===== config.mk =====
export PLATFORM = sky130hd
export DESIGN_NAME = pwm_prescaler_reload_search
export DESIGN_NICKNAME = d
export VERILOG_FILES = /design/src/rtl/core/pwmprs_pkg.sv /design/src/rtl/core/pwmprs_div.sv /design/src/rtl/core/pwm_prescaler_reload_search.sv
export VERILOG_INCLUDE_DIRS = /design/src /design/src/rtl/core
export SDC_FILE = /design/constraint.sdc
export NUM_CORES = 2
export LEC_CHECK = 0
export BUFFER_PORTS_ARGS = -buffer_cell sky130_fd_sc_hd__buf_2
export CAP_MARGIN = 15
export CORE_UTILIZATION = 65
export CTS_CLUSTER_SIZE = 12
export DETAILED_ROUTE_END_ITERATION = 7
export GPL_ROUTABILITY_DRIVEN = 0
export PLACE_DENSITY = 0.93
export SLEW_MARGIN = 20
export SYNTH_ARGS = -nofsm -noshare
export SYNTH_HDL_FRONTEND = slang
export SYNTH_SLANG_ARGS = --single-unit

===== constraint.sdc =====
create_clock -name i_clk -period 15.1 [get_ports i_clk]
set_input_delay 3.02 -clock i_clk [delete_from_list [all_inputs] [get_ports i_clk]]
set_output_delay 3.02 -clock i_clk [all_outputs]
set_load 0.02 [all_outputs]

===== src/rtl/core/pwm_prescaler_reload_search_assert.svh =====
// assertion macros included by the top rtl file of the prescaler search
`ifndef PWM_PRESCALER_RELOAD_SEARCH_ASSERT_SVH
`define PWM_PRESCALER_RELOAD_SEARCH_ASSERT_SVH

// same-cycle implication, checked outside reset
`define PRS_ASSERT_NOW(label, ante, cons) \
    label: assert property (@(posedge i_clk) disable iff (!i_rst_n) (ante) |-> (cons)) \
        else $error("prescaler search assertion failed");

// next-cycle implication, checked outside reset
`define PRS_ASSERT_NEXT(label, ante, cons) \
    label: assert property (@(posedge i_clk) disable iff (!i_rst_n) (ante) |=> (cons)) \
        else $error("prescaler search assertion failed");

`endif


===== src/rtl/core/pwmprs_pkg.sv =====
`timescale 1ns / 1ps
package pwmprs_pkg;

    localparam int unsigned DIV_W             = 32;
    localparam int unsigned PRESCALE_TRIES_DEF = 16;
    localparam int unsigned PADDR_W           = 3;

    localparam logic [31:0] TIMER_CLOCK_RST = 32'd170000000;
    localparam logic [31:0] MIN_KEEP_PER    = 32'd200;
    localparam logic [31:0] MAX_KEEP_PER    = 32'd60000;
    localparam logic [31:0] MAX_PERIODS     = 32'h0001_0000;
    localparam logic [31:0] MAX_DIVIDER     = 32'h0000_FFFF;
    localparam logic [16:0] DUTY_ONE        = 17'h1_0000;

    // register index within the configuration space
    localparam logic REG_TIMER_CLOCK = 1'b0;

    typedef enum logic [3:0] {
        S_IDLE,
        S_PER_GO,
        S_PER_WAIT,
        S_REAL_GO,
        S_REAL_WAIT,
        S_FBQ_GO,
        S_FBQ_WAIT,
        S_FBP_GO,
        S_FBP_WAIT,
        S_CMP,
        S_OUT
    } t_state;

    typedef struct packed {
        logic [31:0] tone_freq_hz;
        logic [16:0] duty_q16;
    } t_in_item;

    typedef struct packed {
        logic        setting_ok;
        logic [15:0] prescale_value;
        logic [15:0] reload_value;
        logic [15:0] compare_value;
        logic        fallback_used;
    } t_out_item;

    typedef struct packed {
        logic             start;
        logic [DIV_W-1:0] dividend;
        logic [DIV_W-1:0] divisor;
    } t_div_req;

    typedef struct packed {
        logic busy;
        logic done;
    } t_div_stat;

endpackage


===== src/rtl/core/pwmprs_div.sv =====
`timescale 1ns / 1ps
module pwmprs_div
    import pwmprs_pkg::*;
#(
    parameter int unsigned WIDTH = DIV_W
) (
    input  logic             i_clk,
    input  logic             i_rst_n,
    input  t_div_req         i_req,
    output t_div_stat        o_stat,
    output logic [WIDTH-1:0] o_quotient
);

    localparam int unsigned CNT_W = $clog2(WIDTH + 1);

    logic             r_busy, n_busy;
    logic             r_done, n_done;
    logic [CNT_W-1:0] r_cnt, n_cnt;
    logic [WIDTH-1:0] r_rem, n_rem;
    logic [WIDTH-1:0] r_quo, n_quo;
    logic [WIDTH-1:0] r_dvs, n_dvs;
    logic [WIDTH:0]   trial;
    logic [WIDTH:0]   diff;

    // restoring division, one quotient bit a cycle, msb first
    always_comb begin
        trial  = {r_rem, r_quo[WIDTH-1]};
        diff   = trial - {1'b0, r_dvs};
        n_busy = r_busy;
        n_done = 1'b0;
        n_cnt  = r_cnt;
        n_rem  = r_rem;
        n_quo  = r_quo;
        n_dvs  = r_dvs;
        if (i_req.start) begin
            n_busy = 1'b1;
            n_cnt  = CNT_W'(WIDTH);
            n_rem  = '0;
            n_quo  = i_req.dividend;
            n_dvs  = i_req.divisor;
        end else if (r_busy) begin
            if (!diff[WIDTH]) begin
                n_rem = diff[WIDTH-1:0];
                n_quo = {r_quo[WIDTH-2:0], 1'b1};
            end else begin
                n_rem = trial[WIDTH-1:0];
                n_quo = {r_quo[WIDTH-2:0], 1'b0};
            end
            n_cnt = r_cnt - CNT_W'(1);
            if (r_cnt == CNT_W'(1)) begin
                n_busy = 1'b0;
                n_done = 1'b1;
            end
        end
    end

    always_ff @(posedge i_clk) begin
        if (!i_rst_n) begin
            r_busy <= 1'b0;
            r_done <= 1'b0;
            r_cnt  <= '0;
        end else begin
            r_busy <= n_busy;
            r_done <= n_done;
            r_cnt  <= n_cnt;
        end
        r_rem <= n_rem;
        r_quo <= n_quo;
        r_dvs <= n_dvs;
    end

    assign o_stat.busy = r_busy;
    assign o_stat.done = r_done;
    assign o_quotient  = r_quo;

endmodule


===== src/rtl/core/pwm_prescaler_reload_search.sv =====
// channel   direction  handshake                     payload
// in        input      i_in_valid / o_in_stall       i_in_data  (t_in_item)
// out       output     o_out_valid / i_out_stall     o_out_data (t_out_item)
// config    input      psel penable pwrite pready    paddr pwdata prdata
//
// one item at a time; each 32-bit division runs on the shared divider
// a tried prescaler costs one division, or two when its period count is kept
// with zero clock or frequency the search is skipped and the state goes straight to S_OUT;
// at most nine of the sixteen period counts can be kept, so an item needs at most
// 25 divisions; the fallback path takes at most 18 divisions
// o_in_stall is high from acceptance until the result is loaded into the output
// register, which holds while i_out_stall is high
// synchronous active-low reset restores the timer clock to 170 MHz
`timescale 1ns / 1ps
module pwm_prescaler_reload_search
    import pwmprs_pkg::*;
#(
    parameter int unsigned PRESCALE_TRIES = PRESCALE_TRIES_DEF
) (
    input  logic               i_clk,
    input  logic               i_rst_n,
    input  logic               i_in_valid,
    output logic               o_in_stall,
    input  t_in_item           i_in_data,
    output logic               o_out_valid,
    input  logic               i_out_stall,
    output t_out_item          o_out_data,
    input  logic               psel,
    input  logic               penable,
    input  logic               pwrite,
    input  logic [PADDR_W-1:0] paddr,
    input  logic [31:0]        pwdata,
    output logic [31:0]        prdata,
    output logic               pready
);

`include "pwm_prescaler_reload_search_assert.svh"

    localparam int unsigned IDX_W = (PRESCALE_TRIES > 1) ? $clog2(PRESCALE_TRIES) : 1;
    localparam logic [IDX_W-1:0] IDX_LAST = IDX_W'(PRESCALE_TRIES - 1);

    t_state      r_state, n_state;
    logic [31:0] r_clk_hz;
    logic [31:0] r_freq, n_freq;
    logic [16:0] r_duty, n_duty;
    logic [IDX_W-1:0] r_idx, n_idx;
    logic        r_found, n_found;
    logic        r_ok, n_ok;
    logic        r_fallback, n_fallback;
    logic [31:0] r_min_err, n_min_err;
    logic [16:0] r_best_per, n_best_per;
    logic [15:0] r_best_pre, n_best_pre;
    logic [16:0] r_per, n_per;
    logic [31:0] r_q0, n_q0;
    logic [15:0] r_fb_div, n_fb_div;
    logic [33:0] r_prod, n_prod;
    logic        r_out_valid, n_out_valid;
    t_out_item   r_out, n_out;

    t_div_req    div_req;
    t_div_stat   div_stat;
    logic [31:0] div_q;

    logic        wr_en;
    logic        out_free;
    logic [31:0] err;
    logic        better;
    logic [15:0] reload;
    logic [17:0] cmp_full;

    pwmprs_div #(
        .WIDTH(DIV_W)
    ) u_div (
        .i_clk     (i_clk),
        .i_rst_n   (i_rst_n),
        .i_req     (div_req),
        .o_stat    (div_stat),
        .o_quotient(div_q)
    );

    // configuration register
    assign pready = 1'b1;
    assign wr_en  = psel && penable && pwrite && (paddr[2] == REG_TIMER_CLOCK);
    assign prdata = (paddr[2] == REG_TIMER_CLOCK) ? r_clk_hz : '0;

    always_ff @(posedge i_clk) begin
        if (!i_rst_n) begin
            r_clk_hz <= TIMER_CLOCK_RST;
        end else if (wr_en) begin
            r_clk_hz <= pwdata;
        end
    end

    assign out_free   = !r_out_valid || !i_out_stall;
    assign err        = (div_q > r_freq) ? (div_q - r_freq) : (r_freq - div_q);
    assign better     = !r_found || (err < r_min_err);
    assign reload     = 16'(r_best_per - 17'd1);
    assign cmp_full   = r_prod[33:16];

    always_comb begin
        n_state     = r_state;
        n_freq      = r_freq;
        n_duty      = r_duty;
        n_idx       = r_idx;
        n_found     = r_found;
        n_ok        = r_ok;
        n_fallback  = r_fallback;
        n_min_err   = r_min_err;
        n_best_per  = r_best_per;
        n_best_pre  = r_best_pre;
        n_per       = r_per;
        n_q0        = r_q0;
        n_fb_div    = r_fb_div;
        n_prod      = r_prod;
        n_out_valid = r_out_valid;
        n_out       = r_out;
        div_req     = '0;

        if (r_out_valid && !i_out_stall) begin
            n_out_valid = 1'b0;
        end

        case (r_state)
            S_IDLE: begin
                if (i_in_valid) begin
                    n_freq     = i_in_data.tone_freq_hz;
                    n_duty     = i_in_data.duty_q16[16] ? DUTY_ONE : i_in_data.duty_q16;
                    n_idx      = '0;
                    n_found    = 1'b0;
                    n_fallback = 1'b0;
                    if (i_in_data.tone_freq_hz == '0 || r_clk_hz == '0) begin
                        n_ok    = 1'b0;
                        n_state = S_OUT;
                    end else begin
                        n_ok    = 1'b1;
                        n_state = S_PER_GO;
                    end
                end
            end
            S_PER_GO: begin
                div_req.start    = 1'b1;
                div_req.dividend = r_clk_hz >> r_idx;
                div_req.divisor  = r_freq;
                n_state          = S_PER_WAIT;
            end
            S_PER_WAIT: begin
                if (div_stat.done) begin
                    if (r_idx == '0) begin
                        n_q0 = div_q;
                    end
                    n_per = div_q[16:0];
                    if (div_q >= MIN_KEEP_PER && div_q <= MAX_KEEP_PER) begin
                        n_state = S_REAL_GO;
                    end else if (r_idx != IDX_LAST) begin
                        n_idx   = r_idx + IDX_W'(1);
                        n_state = S_PER_GO;
                    end else begin
                        n_state = r_found ? S_CMP : S_FBQ_GO;
                    end
                end
            end
            S_REAL_GO: begin
                // achieved frequency for this prescaler
                div_req.start    = 1'b1;
                div_req.dividend = r_clk_hz >> r_idx;
                div_req.divisor  = {15'd0, r_per};
                n_state          = S_REAL_WAIT;
            end
            S_REAL_WAIT: begin
                if (div_stat.done) begin
                    if (better) begin
                        n_found    = 1'b1;
                        n_min_err  = err;
                        n_best_per = r_per;
                        n_best_pre = (16'd1 << r_idx) - 16'd1;
                    end
                    if (better && err == '0) begin
                        n_state = S_CMP;
                    end else if (r_idx != IDX_LAST) begin
                        n_idx   = r_idx + IDX_W'(1);
                        n_state = S_PER_GO;
                    end else begin
                        n_state = S_CMP;
                    end
                end
            end
            S_FBQ_GO: begin
                // clock / (freq * 60000) taken as (clock / freq) / 60000
                div_req.start    = 1'b1;
                div_req.dividend = r_q0;
                div_req.divisor  = MAX_KEEP_PER;
                n_state          = S_FBQ_WAIT;
            end
            S_FBQ_WAIT: begin
                if (div_stat.done) begin
                    if (div_q >= MAX_DIVIDER) begin
                        n_ok    = 1'b0;
                        n_state = S_OUT;
                    end else begin
                        n_fb_div = div_q[15:0] + 16'd1;
                        n_state  = S_FBP_GO;
                    end
                end
            end
            S_FBP_GO: begin
                div_req.start    = 1'b1;
                div_req.dividend = r_q0;
                div_req.divisor  = {16'd0, r_fb_div};
                n_state          = S_FBP_WAIT;
            end
            S_FBP_WAIT: begin
                if (div_stat.done) begin
                    if (div_q == '0 || div_q > MAX_PERIODS) begin
                        n_ok    = 1'b0;
                        n_state = S_OUT;
                    end else begin
                        n_best_per = div_q[16:0];
                        n_best_pre = r_fb_div - 16'd1;
                        n_fallback = 1'b1;
                        n_state    = S_CMP;
                    end
                end
            end
            S_CMP: begin
                n_prod  = {17'd0, r_duty} * {17'd0, r_best_per};
                n_state = S_OUT;
            end
            S_OUT: begin
                if (out_free) begin
                    n_out_valid = 1'b1;
                    n_out       = '0;
                    if (r_ok) begin
                        n_out.setting_ok     = 1'b1;
                        n_out.prescale_value = r_best_pre;
                        n_out.reload_value   = reload;
                        n_out.compare_value  = (cmp_full > {2'b00, reload}) ? reload
                                                                            : cmp_full[15:0];
                        n_out.fallback_used  = r_fallback;
                    end
                    n_state = S_IDLE;
                end
            end
            default: begin
                n_state = S_IDLE;
            end
        endcase
    end

    always_ff @(posedge i_clk) begin
        if (!i_rst_n) begin
            r_state <= S_IDLE;
        end else begin
            r_state <= n_state;
        end
    end

    always_ff @(posedge i_clk) begin
        if (!i_rst_n) begin
            r_out_valid <= 1'b0;
            r_found     <= 1'b0;
            r_ok        <= 1'b0;
            r_fallback  <= 1'b0;
            r_idx       <= '0;
        end else begin
            r_out_valid <= n_out_valid;
            r_found     <= n_found;
            r_ok        <= n_ok;
            r_fallback  <= n_fallback;
            r_idx       <= n_idx;
        end
        r_freq     <= n_freq;
        r_duty     <= n_duty;
        r_min_err  <= n_min_err;
        r_best_per <= n_best_per;
        r_best_pre <= n_best_pre;
        r_per      <= n_per;
        r_q0       <= n_q0;
        r_fb_div   <= n_fb_div;
        r_prod     <= n_prod;
        r_out      <= n_out;
    end

    assign o_in_stall  = (r_state != S_IDLE);
    assign o_out_valid = r_out_valid;
    assign o_out_data  = r_out;

    `PRS_ASSERT_NOW(a_fail_all_zero, o_out_valid && !o_out_data.setting_ok,
        o_out_data.prescale_value == '0 && o_out_data.reload_value == '0 &&
        o_out_data.compare_value == '0 && !o_out_data.fallback_used)
    `PRS_ASSERT_NOW(a_cmp_within_reload, o_out_valid,
        o_out_data.compare_value <= o_out_data.reload_value)
    `PRS_ASSERT_NOW(a_div_no_restart, div_req.start, !div_stat.busy)
    `PRS_ASSERT_NEXT(a_kept_per_range, r_state == S_REAL_WAIT && div_stat.done && better,
        r_best_per >= 17'(MIN_KEEP_PER) && r_best_per <= 17'(MAX_KEEP_PER))

endmodule


==> flow_metrics.env <==
export IMPL_core_area_um2=50170
export IMPL_cts_max_level=2
export IMPL_grt_max_degree=85
export IMPL_die_area_um2=51740
export IMPL_yosysSeqAreaShare_pct=33.35
export IMPL_cp_max_fo=19
export IMPL_postRouteAntennaNets=0
export IMPL_worstSetupStartpointType="flip-flop"
export IMPL_cts_sinks=395
export IMPL_firstDrtPassIters=8
export IMPL_status="complete, but fails checks"
export IMPL_path_clk_slew_ps=60
export IMPL_grt_overflow=0
export IMPL_max_slew_worst_pin_slew_ps=1251
export IMPL_violations="DRC"
export IMPL_grtUsageTotal_pct=35.97
export IMPL_rows=82
export IMPL_finalWirelength_um=92440
export IMPL_synth_seq_cells=395
export IMPL_grt_pass1_wl_um=143800
export IMPL_fillers=3264
export IMPL_worstPathRequired_ps=15440
export IMPL_hold_class="reg2reg"
export IMPL_numCtsBuffers=44
export IMPL_criticalPathCategory="reg2reg"
export IMPL_vias=27676
export IMPL_multi_input_area_um2=19730
export IMPL_fmax_ghz=0.1254
export IMPL_vias_per_cell=6.547
export IMPL_slew_headroom_pct=16.60
export IMPL_min_period_ps=7974
export IMPL_seq_area_um2=11030
export IMPL_synthCells=3446
export IMPL_areaGrowthSynthToFinish_pct=8.368
export IMPL_ioPinCount=176
export IMPL_io_buffers=172
export IMPL_drtIter0Drc=4231
export IMPL_wl_per_cell_um=21.87
export IMPL_synth_edf_count=311
export IMPL_nets=4098
export IMPL_drive_above_1_share_pct=9.508
export IMPL_postSynthAreaPerCell_um2=9.589
export IMPL_yosysWarningCount=0
export IMPL_setup_violations=0
export IMPL_cts_tree="yes"
export IMPL_setup_tns_final_ps=0
export IMPL_async_reset_ff_share_pct=0
export IMPL_cts_hold_buf=0
export IMPL_drv_cap=0
export IMPL_skew_ps=36.79
export IMPL_start_util_pct=65.86
export IMPL_remaining_drc_errors=54
export IMPL_arrival_ps=8310
export IMPL_netlist_area_um2=33040
export IMPL_hpwl_um=64800
export IMPL_synth_distinct_cells=83
export IMPL_grt_pass1_vias=27248
export IMPL_chipHeight_um=227.5
export IMPL_final_hold_violation_count=0
export IMPL_cts_resized=0
export IMPL_n_antenna_cell=0
export IMPL_cts_setup_buffers=0
export IMPL_slew_violations=0
export IMPL_clk_latency_ps=610
export IMPL_die_w_um=227.5
export IMPL_end_kind="flip-flop"
export IMPL_cts_root_buffer_cell="clkbuf_16"
export IMPL_clock_path_buffers=3
export IMPL_rsz0062_at_grt="false"
export IMPL_antenna_found_initial=0
export IMPL_min_period_over_period_pct=52.81
export IMPL_synth_nets=4022
export IMPL_synthFlopType="edfxtp_1"
==> cells by family after synthesis <==
kind of cell	synth area share (%)
simple gates	15.75
buf+inv	7.069
compound gates	12.97
mux	3.980
flops	33.35
other cells	0.01135
xor+xnor	3.393
fa+ha+maj	23.48
==> Yosys cell counts, types with 10 or more instances <==
cell / count / area [um2]
a2111oi_0: 11 / 96.34
a211oi_1: 36 / 270.3
a21boi_0: 49 / 367.9
a21o_1: 55 / 412.9
a21oi_1: 207 / 1036
a22oi_1: 19 / 142.6
a31oi_1: 22 / 137.6
and2_1: 124 / 775.7
and3_1: 34 / 212.7
buf_1: 12 / 45.04
buf_2: 10 / 50.05
clkbuf_1: 150 / 563.0
dfxtp_1: 84 / 1682
edfxtp_1: 311 / 9339
fa_1: 225 / 4504
ha_1: 260 / 3253
inv_1: 430 / 1614
mux2i_1: 74 / 740.7
mux4_2: 23 / 518.0
nand2_1: 410 / 1539
nand2b_1: 21 / 131.4
nand3_1: 63 / 315.3
nand4_1: 35 / 219.0
nor2_1: 126 / 473.0
nor2b_1: 92 / 575.6
nor3_1: 38 / 190.2
nor4_1: 49 / 306.5
o211ai_1: 14 / 105.1
o21a_1: 22 / 165.2
o21ai_0: 125 / 625.6
o21bai_1: 14 / 105.1
o22ai_1: 22 / 137.6
o31ai_1: 12 / 90.09
or2_2: 17 / 106.4
or3_1: 10 / 62.56
xnor2_1: 79 / 691.9
xor2_1: 49 / 429.2
==> critical path, stage by stage, from the launching register on <==
cell and delay (ps):
edfxtp_1 1070, nand2_1 190, fa_1 580, inv_1 50, fa_1 480, inv_1 60
fa_1 510, inv_1 50, fa_1 480, inv_1 60, fa_1 540, inv_1 60
fa_1 470, ha_1 340, a21o_1 160, a21o_1 190, a21oi_1 190, o22ai_1 110
a21o_1 250, a31o_2 270, a41o_1 290, nand2_1 110, a31oi_1 180, and4_1 250
a2111oi_0 650, xnor2_1 130
==> registers in the layout, indices dropped and copies added, names as in the netlist, 18 cells and up <==
register,flops
u_div.o_quotient,32
r_prod,18
r_freq,32
u_div.r_rem,32
u_div.r_dvs,32
r_min_err,32
r_q0,32
r_clk_hz,32
o_out_data,50
==> cell type report <==
class / instances / area share, %
well taps: 672 / 2.348
inverters: 434 / 4.553
multi-input cells: 2439 / 55.10
clock inverters: 17 / 0.6184
clock buffers: 62 / 3.435
repair buffers: 208 / 3.159
flip-flops and latches: 395 / 30.79
==> layout by cell type, fill, tap and decap left out, types with 55 or more instances in the layout <==
cell      count
a21o_1       55
and2_1      124
fa_1        225
edfxtp_1    311
ha_1        260
o21ai_0     125
nand3_1      63
buf_2       172
nor2b_1      91
nor2_1      125
inv_1       429
nand2_1     410
a21oi_1     206
dfxtp_1      82
xnor2_1      79
mux2i_1      74
==> path summary, 6_finish.rpt <==
check / endpoint / slack, ps / cells after the start / start
worst min register to register: u_div.r_rem[8] / 520 / 2 / u_div.r_rem[8]
worst max-delay path: r_prod[33] / 7130 / 25 / r_best_per[4]
worst min-delay path: u_div.r_rem[8] / 520 / 2 / u_div.r_rem[8]
worst max register to register: r_prod[33] / 7130 / 25 / r_best_per[4]
==> routing by layer <==
| metal | global-route usage [%] | share of wire [%] |
|---|---|---|
| met5 | 0 | 0 |
| met4 | 21.97 | 7.2 |
| met3 | 9.822 | 14 |
| met2 | 57.01 | 45 |
| met1 | 43.85 | 34 |
==> metrics by stage <==
step | instance area (um2) | setup WS (ps) | utilization, % | cells | hold WS, ps
3_3_place_gp | 34350 | 7618 | 68.46 | 4148 | 466.6
5_1_grt | 35810 | 6817 | 71.38 | 4227 | 533.9
4_1_cts | 35800 | 7275 | 71.35 | 4227 | 509.9
3_5_place_dp | 34350 | 7458 | 68.46 | 4148 | 496.5
2_1_floorplan | 33040 | 8085 | - | 3446 | 428.5
6_report | 35810 | 7126 | 71.38 | 4227 | 515.6
Power is not shown: default switching activity piles up to over one toggle a cycle in this logic, so the estimate is an artifact.
